### src/hw/rtl/wavhp_pkg.sv
// ----------------------------------------------------------------------------
// wavhp_pkg
// Shared types, tags and helpers for the RIFF/WAVE header parser.
// ----------------------------------------------------------------------------
package wavhp_pkg;

  localparam logic [31:0] TAG_RIFF = 32'h5249_4646;
  localparam logic [31:0] TAG_WAVE = 32'h5741_5645;
  localparam logic [31:0] TAG_FMT  = 32'h666D_7420;
  localparam logic [31:0] TAG_DATA = 32'h6461_7461;

  localparam int unsigned MIN_FILE_BYTES = 44;
  localparam logic [32:0] FIRST_CHUNK    = 33'd12;

  typedef enum logic [1:0] {
    ST_OK        = 2'd0,
    ST_SHORT     = 2'd1,
    ST_BAD_MAGIC = 2'd2,
    ST_PARSE_ERR = 2'd3
  } parse_status_t;

  // one file byte waiting in the input register
  typedef struct packed {
    logic       valid;
    logic       last;
    logic [7:0] data;
  } byte_item_t;

  typedef struct packed {
    parse_status_t status;
    logic [15:0]   channels;
    logic [31:0]   rate;
    logic [15:0]   bits;
    logic [31:0]   offset;
    logic [31:0]   length;
  } wavhp_result_t;

  // byte k of a four-character tag, first character first
  function automatic logic [7:0] tag_byte(input logic [31:0] tag, input logic [1:0] k);
    logic [7:0] b;
    unique case (k)
      2'd0: b = tag[31:24];
      2'd1: b = tag[23:16];
      2'd2: b = tag[15:8];
      2'd3: b = tag[7:0];
      default: b = tag[7:0];
    endcase
    return b;
  endfunction

endpackage

### src/hw/rtl/wavhp_in_stage.sv
// ----------------------------------------------------------------------------
// wavhp_in_stage
// Input register for file bytes; holds a byte until the parser consumes it.
// ----------------------------------------------------------------------------
module wavhp_in_stage (
  input  logic                  clk,
  input  logic                  rst,
  input  logic                  byte_valid,
  output logic                  byte_stall,
  input  logic [7:0]            file_byte,
  input  logic                  final_byte,
  input  logic                  consume,
  output wavhp_pkg::byte_item_t item
);
  import wavhp_pkg::*;

  logic accept;

  assign byte_stall = item.valid && !consume;
  assign accept     = byte_valid && !byte_stall;

  always_ff @(posedge clk) begin
    if (rst) begin
      item.valid <= 1'b0;
    end else if (accept) begin
      item.valid <= 1'b1;
    end else if (consume) begin
      item.valid <= 1'b0;
    end
    if (accept) begin
      item.data <= file_byte;
      item.last <= final_byte;
    end
  end

endmodule

### src/hw/rtl/wavhp_parse_core.sv
// ----------------------------------------------------------------------------
// wavhp_parse_core
// Per-byte parser state: magic check, chunk walk, fmt capture, final result.
// ----------------------------------------------------------------------------
module wavhp_parse_core #(
  parameter int POS_BITS = 32
) (
  input  logic                     clk,
  input  logic                     rst,
  input  logic                     fire,
  input  logic                     last,
  input  logic [7:0]               data,
  output wavhp_pkg::wavhp_result_t result
);
  import wavhp_pkg::*;

  localparam logic [POS_BITS-1:0] POS_LIMIT = '1;
  localparam logic [POS_BITS-1:0] POS_MIN   = POS_BITS'(MIN_FILE_BYTES);

  // state
  logic [POS_BITS-1:0] byte_position, byte_position_next;
  logic [32:0]         next_chunk_start, next_chunk_start_next;
  logic [55:0]         header_window, header_window_next;
  logic                magic_ok, magic_ok_next;
  logic [POS_BITS-1:0] fmt_start, fmt_start_next;
  logic                fmt_active, fmt_active_next;
  logic [15:0]         staged_ch, staged_ch_next;
  logic [31:0]         staged_rate, staged_rate_next;
  logic [15:0]         staged_bits, staged_bits_next;
  logic [15:0]         commit_ch, commit_ch_next;
  logic [31:0]         commit_rate, commit_rate_next;
  logic [15:0]         commit_bits, commit_bits_next;
  logic                data_found, data_found_next;
  logic [POS_BITS-1:0] data_start, data_start_next;
  logic [31:0]         data_size, data_size_next;

  logic                active;
  logic [POS_BITS-1:0] idx;
  logic [POS_BITS-1:0] fsize;
  logic [POS_BITS-1:0] fmt_off;
  logic                fmt_hit;
  logic [33:0]         hdr_diff;
  logic                in_hdr;
  logic                hdr_done;
  logic [63:0]         window_new;
  logic [31:0]         chunk_id;
  logic [31:0]         chunk_size;
  logic                data_now;
  logic [POS_BITS-1:0] left;
  logic [31:0]         clamp_len;
  parse_status_t       status;

  assign idx    = byte_position;
  assign active = fire && (idx != POS_LIMIT);
  assign fsize  = active ? idx + 1'b1 : idx;

  assign fmt_off    = idx - fmt_start;
  assign fmt_hit    = fmt_active && (idx >= fmt_start) && (fmt_off[POS_BITS-1:5] == '0);
  assign hdr_diff   = 34'(idx) - {1'b0, next_chunk_start};
  assign in_hdr     = !data_found && !hdr_diff[33] && (hdr_diff[32:3] == '0);
  assign hdr_done   = in_hdr && (hdr_diff[2:0] == 3'd7);
  assign window_new = {header_window, data};
  assign chunk_id   = window_new[63:32];
  assign chunk_size = {window_new[7:0], window_new[15:8], window_new[23:16], window_new[31:24]};
  assign data_now   = hdr_done && (chunk_id == TAG_DATA);

  always_comb begin
    byte_position_next    = byte_position;
    next_chunk_start_next = next_chunk_start;
    header_window_next    = header_window;
    magic_ok_next         = magic_ok;
    fmt_start_next        = fmt_start;
    fmt_active_next       = fmt_active;
    staged_ch_next        = staged_ch;
    staged_rate_next      = staged_rate;
    staged_bits_next      = staged_bits;
    commit_ch_next        = commit_ch;
    commit_rate_next      = commit_rate;
    commit_bits_next      = commit_bits;
    data_found_next       = data_found;
    data_start_next       = data_start;
    data_size_next        = data_size;

    if (active) begin
      byte_position_next = idx + 1'b1;

      if (idx < POS_BITS'(4) && data != tag_byte(TAG_RIFF, idx[1:0])) begin
        magic_ok_next = 1'b0;
      end
      if (idx >= POS_BITS'(8) && idx < POS_BITS'(12) &&
          data != tag_byte(TAG_WAVE, idx[1:0])) begin
        magic_ok_next = 1'b0;
      end

      if (fmt_hit) begin
        unique case (fmt_off[4:0])
          5'd10:   staged_ch_next[7:0]     = data;
          5'd11:   staged_ch_next[15:8]    = data;
          5'd12:   staged_rate_next[7:0]   = data;
          5'd13:   staged_rate_next[15:8]  = data;
          5'd14:   staged_rate_next[23:16] = data;
          5'd15:   staged_rate_next[31:24] = data;
          5'd22:   staged_bits_next[7:0]   = data;
          5'd23:   staged_bits_next[15:8]  = data;
          default: ;
        endcase
        if (fmt_off[4:0] == 5'd23) begin
          commit_ch_next   = staged_ch_next;
          commit_rate_next = staged_rate_next;
          commit_bits_next = staged_bits_next;
          fmt_active_next  = 1'b0;
        end
      end

      if (in_hdr) begin
        header_window_next = window_new[55:0];
      end
      if (hdr_done) begin
        if (chunk_id == TAG_FMT) begin
          // a newer fmt header restarts any open capture
          fmt_start_next   = next_chunk_start[POS_BITS-1:0];
          fmt_active_next  = 1'b1;
          staged_ch_next   = '0;
          staged_rate_next = '0;
          staged_bits_next = '0;
        end
        if (data_now) begin
          data_found_next = 1'b1;
          data_start_next = idx + 1'b1;
          data_size_next  = chunk_size;
        end else begin
          next_chunk_start_next = next_chunk_start + 33'd8 + {1'b0, chunk_size};
        end
      end
    end
  end

  // clamp the declared size to what the file still holds
  assign left = fsize - data_start;
  always_comb begin
    clamp_len = '0;
    if (!data_now && data_start < fsize) begin
      clamp_len = (data_size < 32'(left)) ? data_size : 32'(left);
    end
  end

  always_comb begin
    priority if (fsize < POS_MIN) begin
      status = ST_SHORT;
    end else if (!magic_ok_next) begin
      status = ST_BAD_MAGIC;
    end else if (!data_found_next || commit_ch_next == '0 || commit_rate_next == '0 ||
                 commit_bits_next == '0) begin
      status = ST_PARSE_ERR;
    end else begin
      status = ST_OK;
    end
  end

  always_comb begin
    result        = '0;
    result.status = status;
    if (status == ST_OK) begin
      result.channels = commit_ch_next;
      result.rate     = commit_rate_next;
      result.bits     = commit_bits_next;
      result.offset   = 32'(data_start_next);
      result.length   = clamp_len;
    end
  end

  // the last byte of a file returns the parser to its reset state
  always_ff @(posedge clk) begin
    if (rst || (fire && last)) begin
      byte_position    <= '0;
      next_chunk_start <= FIRST_CHUNK;
      header_window    <= '0;
      magic_ok         <= 1'b1;
      fmt_start        <= '0;
      fmt_active       <= 1'b0;
      staged_ch        <= '0;
      staged_rate      <= '0;
      staged_bits      <= '0;
      commit_ch        <= '0;
      commit_rate      <= '0;
      commit_bits      <= '0;
      data_found       <= 1'b0;
      data_start       <= '0;
      data_size        <= '0;
    end else begin
      byte_position    <= byte_position_next;
      next_chunk_start <= next_chunk_start_next;
      header_window    <= header_window_next;
      magic_ok         <= magic_ok_next;
      fmt_start        <= fmt_start_next;
      fmt_active       <= fmt_active_next;
      staged_ch        <= staged_ch_next;
      staged_rate      <= staged_rate_next;
      staged_bits      <= staged_bits_next;
      commit_ch        <= commit_ch_next;
      commit_rate      <= commit_rate_next;
      commit_bits      <= commit_bits_next;
      data_found       <= data_found_next;
      data_start       <= data_start_next;
      data_size        <= data_size_next;
    end
  end

endmodule

### src/hw/rtl/wavhp_out_stage.sv
// ----------------------------------------------------------------------------
// wavhp_out_stage
// Result register; holds a result while the receiver stalls.
// ----------------------------------------------------------------------------
module wavhp_out_stage (
  input  logic                     clk,
  input  logic                     rst,
  input  logic                     load,
  input  wavhp_pkg::wavhp_result_t result_in,
  input  logic                     result_stall,
  output logic                     result_valid,
  output wavhp_pkg::wavhp_result_t result_out,
  output logic                     room
);
  import wavhp_pkg::*;

  assign room = !(result_valid && result_stall);

  always_ff @(posedge clk) begin
    if (rst) begin
      result_valid <= 1'b0;
    end else if (load) begin
      result_valid <= 1'b1;
    end else if (!result_stall) begin
      result_valid <= 1'b0;
    end
  end

  always_ff @(posedge clk) begin
    if (load) begin
      result_out <= result_in;
    end
  end

endmodule

### src/hw/rtl/wav_header_parser_top.sv
// ----------------------------------------------------------------------------
// wav_header_parser_top
// RIFF/WAVE header parser: one file byte in, one result per file out.
// ----------------------------------------------------------------------------
// Feed the file one byte per item on file_byte, with final_byte set on the
// last byte. The block checks the RIFF and WAVE tags, walks the chunk headers
// from offset 12, captures the fmt fields and stops at the data chunk.
// The last byte produces one result item carrying parse_status, the format
// fields and the data offset and clamped length; other bytes produce none.
// Throughput: one byte per cycle unless a waiting last byte stalls the byte
// channel; set by the single parser state update. The result is valid once
// the last byte has passed the input register, then the result register.
// After the last byte the parser returns to its reset state, so the next
// file may follow in the next cycle.
// Reset (rst, synchronous) empties both registers and clears the parser.
// When the receiver stalls, the result holds; bytes keep flowing until a
// last byte reaches the input register, which then waits for the result to
// be taken and stalls the byte channel meanwhile.
// ----------------------------------------------------------------------------
module wav_header_parser_top #(
  parameter int POS_BITS = 32
) (
  input  logic        clk,
  input  logic        rst,
  input  logic        byte_valid,
  output logic        byte_stall,
  input  logic [7:0]  file_byte,
  input  logic        final_byte,
  output logic        result_valid,
  input  logic        result_stall,
  output logic [1:0]  parse_status,
  output logic [15:0] channel_count,
  output logic [31:0] sample_rate_hz,
  output logic [15:0] sample_bits,
  output logic [31:0] data_offset,
  output logic [31:0] data_length
);
  import wavhp_pkg::*;

  byte_item_t    item;
  wavhp_result_t core_result;
  wavhp_result_t held_result;
  logic          room;
  logic          consume;

  // a non-final byte never waits on the result register
  assign consume = item.valid && (!item.last || room);

  wavhp_in_stage u_in (
    .clk        (clk),
    .rst        (rst),
    .byte_valid (byte_valid),
    .byte_stall (byte_stall),
    .file_byte  (file_byte),
    .final_byte (final_byte),
    .consume    (consume),
    .item       (item)
  );

  wavhp_parse_core #(
    .POS_BITS (POS_BITS)
  ) u_core (
    .clk    (clk),
    .rst    (rst),
    .fire   (consume),
    .last   (item.last),
    .data   (item.data),
    .result (core_result)
  );

  wavhp_out_stage u_out (
    .clk          (clk),
    .rst          (rst),
    .load         (consume && item.last),
    .result_in    (core_result),
    .result_stall (result_stall),
    .result_valid (result_valid),
    .result_out   (held_result),
    .room         (room)
  );

  assign parse_status   = held_result.status;
  assign channel_count  = held_result.channels;
  assign sample_rate_hz = held_result.rate;
  assign sample_bits    = held_result.bits;
  assign data_offset    = held_result.offset;
  assign data_length    = held_result.length;

endmodule

### config.mk
export PLATFORM = sky130hd
export DESIGN_NAME = wav_header_parser_top
export DESIGN_NICKNAME = d
export VERILOG_FILES = /design/src/hw/rtl/wavhp_pkg.sv /design/src/hw/rtl/wavhp_in_stage.sv /design/src/hw/rtl/wavhp_parse_core.sv /design/src/hw/rtl/wavhp_out_stage.sv /design/src/hw/rtl/wav_header_parser_top.sv
export SDC_FILE = /design/constraint.sdc
export NUM_CORES = 1
export LEC_CHECK = 0
export BUFFER_PORTS_ARGS = -buffer_cell sky130_fd_sc_hd__buf_2
export CORE_MARGIN = 2
export CORE_UTILIZATION = 45
export CTS_CLUSTER_DIAMETER = 120
export CTS_CLUSTER_SIZE = 24
export DETAILED_ROUTE_END_ITERATION = 12
export PLACE_DENSITY = 0.71
export SLEW_MARGIN = 40
export SYNTH_ARGS = -nofsm -noshare
export SYNTH_HDL_FRONTEND = slang
export SYNTH_SLANG_ARGS = --single-unit
### constraint.sdc
create_clock -name clk -period 10.8 [get_ports clk]
set_input_delay 2.7 -clock clk [delete_from_list [all_inputs] [get_ports clk]]
set_output_delay 2.7 -clock clk [all_outputs]
set_load 0.02 [all_outputs]
==> run summary <==
GRT Resource Usage Total -> 0.253
Fmax -> 0.114 GHz
Die Ht -> 258 um
critical path data arrival time -> 9.14 ns
critical path's slowest cell -> buf_4
IO Pins -> 145
1st-iter DRT viols -> 2,307
dpl hpwl -> 63.9 mm
register area share after synthesis -> 0.381
RSZ-0062 raised after global routing -> no
setup TNS -> 0 ns
vias in the first global route -> 22,700
Hold-fix buffers, CTS -> 0
Resize count post-CTS -> 0
total grt overflow -> 0
Antenna Cells -> 0
pin count of the biggest net entering global routing -> 201
Die ar. -> 0.0664 mm^2
Starting Density -> 0.457
HP Start -> u_core.fmt_active
Leak -> 14.5 nW
Rows -> 92
hold path depth -> 2
Vias/cell -> 5.95
Worst path max stage delay -> 0.54 ns
most common cell after layout, fill and taps aside -> nor2_1
Max FO, Critical Path -> 62
worst vdd ir -> 0.000110 V
predominant post-synthesis flop cell -> dfxtp_1
routed len/inst -> 20.9 um
total CTS buffers -> 24
clk slew on worst S/H paths -> 0.10 ns
power per cell area -> 99.0 mW/mm^2
startpoint types -> primary input
R2R Path End -> u_out.result_out[9]
routability cong. -> 0.960
first-pass GRT wire length -> 133 mm
DRC errors left -> 0
drt pass-1 iters -> 6
reg2reg setup slack -> 2.65 ns
Final Instance Area -> 0.0311 mm^2
worst slew pin tran -> 0.855 ns
Hold Path End -> u_core.fmt_active
final hold vios -> 0
initial antenna violation count -> 0
Crit Reg-Reg Startpoint -> u_core.byte_position[9]
Setup-failing EPs final -> 0
Yosys warnings -> 0
average size of a mapped cell -> 8.89 um^2
I/O Buffers -> 144
P&R area growth vs syn -> 7.38%
Slew HR -> 0.413
Syn Inst Count -> 3,255
worst hold path type -> flop to flop
Clock Skew -> 0.0373 ns
Mapped Area -> 0.0289 mm^2
Vias -> 24,600
most frequent cell on the critical path -> a21oi_1
Net count, final -> 3,489
Post-Route M1 WL -> 39.3 mm
Synth Register Bits -> 481
most frequent cells in the layout -> 468 x nor2_1, 342 x dfxtp_1, 287 x mux2i_1, 224 x a21oi_1, 194 x ha_1
clk sinks -> 481
placed instance area -> 0.0303 mm^2
crit path kind -> primary input to flop
Antenna Nets Post-Route -> 0
max_cap viols -> 0
Setup Buffers After CTS -> 0
path depth of the worst reg2reg path -> 28
Critical Path End Type -> flop
number of synthesized flops with an enable pin -> 139
H-tree depth -> 1
Clock Latency Late Sink -> 0.61 ns
WL met2 -> 37.1 mm
Net Count, Synth -> 3,466
layout cell share with drive strength beyond 1 -> 0.0899
final core occ -> 0.491
Root Buffer -> clkbuf_16
core region area -> 0.0633 mm^2
unique cell type count in the Yosys netlist -> 90
uppermost routed layer -> met4
Required @ worst endpoint -> 11.14 ns
wirelength, routed -> 86.6 mm
min Tclk post-route -> 8.80 ns
Final Cycle Share -> 0.815
WL met3 -> 7.27 mm
Die Wd -> 258 um
Hold Slack -> 0.487 ns
PnR Total Power -> 3.08 mW
Max Transition Viols Final -> 0
status -> completed
CTS Buffer Depth -> 3
TritonCTS clock tree -> yes
ys async rst share -> 0
cell families after synthesis:
logic type                 count (synthesis)  synth area share
DFF                                      481             0.381
and+or+nand+nor                         1194             0.203
xor gates and xnor gates                 137            0.0414
AOI/OAI and AO/OA                        592             0.134
adders and majority gates                198            0.0866
muxes                                    307             0.107
buffers and inverters                    346            0.0475
metal layers:
metal / vias up / GRT usage
met2: 978 / 0.385
met1: 11800 / 0.368
met5: - / 0
li1: 11700 / -
met3: 144 / 0.0400
met4: 0 / 0.0801
through the flow:
stage          instances  setup slack [ns]
2_1_floorplan       3255            0.0972
6_report            4139              2.00
3_3_place_gp        4096              1.68
4_1_cts             4137              2.15
3_5_place_dp        4096              1.54
5_1_grt             4139              1.53
synthesized netlist by cell type, drive strengths merged (30+ instances only):
| cell type | number | area [um^2] |
|---|---|---|
| nor2 | 468 | 1760 |
| dfxtp | 342 | 6850 |
| mux2i | 287 | 2870 |
| a21oi | 227 | 1140 |
| nor3 | 210 | 1210 |
| ha | 194 | 2430 |
| inv | 159 | 597 |
| clkbuf | 148 | 558 |
| nand2 | 147 | 552 |
| edfxtp | 139 | 4170 |
| xnor2 | 85 | 744 |
| nand3 | 77 | 385 |
| o21ai | 74 | 370 |
| xor2 | 52 | 455 |
| a21o | 51 | 383 |
| nor4 | 51 | 332 |
| nand4 | 48 | 300 |
| buf | 39 | 219 |
| and2 | 36 | 225 |
| and3 | 30 | 188 |
worst max path at each step:
stage | endpoint | cells after the start | slack [ns] | start
floorplan | u_core.byte_position[0] | 6 | 0.1 | result_stall
global placement | u_out.result_out[13] | 28 | 1.68 | result_stall
detailed placement | u_out.result_out[5] | 28 | 1.54 | result_stall
CTS | u_out.result_out[5] | 28 | 2.15 | result_stall
global route | u_out.result_out[14] | 28 | 1.53 | result_stall
finish | u_out.result_out[9] | 28 | 2.00 | result_stall
critical path: cells and delay by family:
family | cells | cell delay, ns
compound gates | 15 | 2.97
simple gates | 7 | 1.71
buf+inv | 2 | 0.67
fa+ha+maj | 2 | 0.60
xor+xnor | 2 | 0.45
sequential cells by signal (all words and copies together), names as in the netlist, 32 cells and up:
signal and flops:
u_core.next_chunk_start 33, u_core.fmt_start 32, u_out.result_out 130, u_core.header_window 56, u_core.commit_rate 32, u_core.data_start 32
u_core.byte_position 32, u_core.staged_rate 32, u_core.data_size 32
power breakdown:
part,internal [mW],leakage [nW],switching [mW]
clock,0.428,0.333,0.610
sequential,1.86,4.26,0.00359
combinational,0.0428,9.93,0.137
total,2.33,14.5,0.751
final cells by class:
type	instances	area (um^2)
well taps	846	1060
clock buffers	38	653
clock inverters	3	43.8
flip-flops and latches	481	11000
repair buffers	184	1070
fillers	6058	32200
inverters	159	597
multi-input cells	2428	16600
Note: power is estimated with default switching activity, not from simulation.
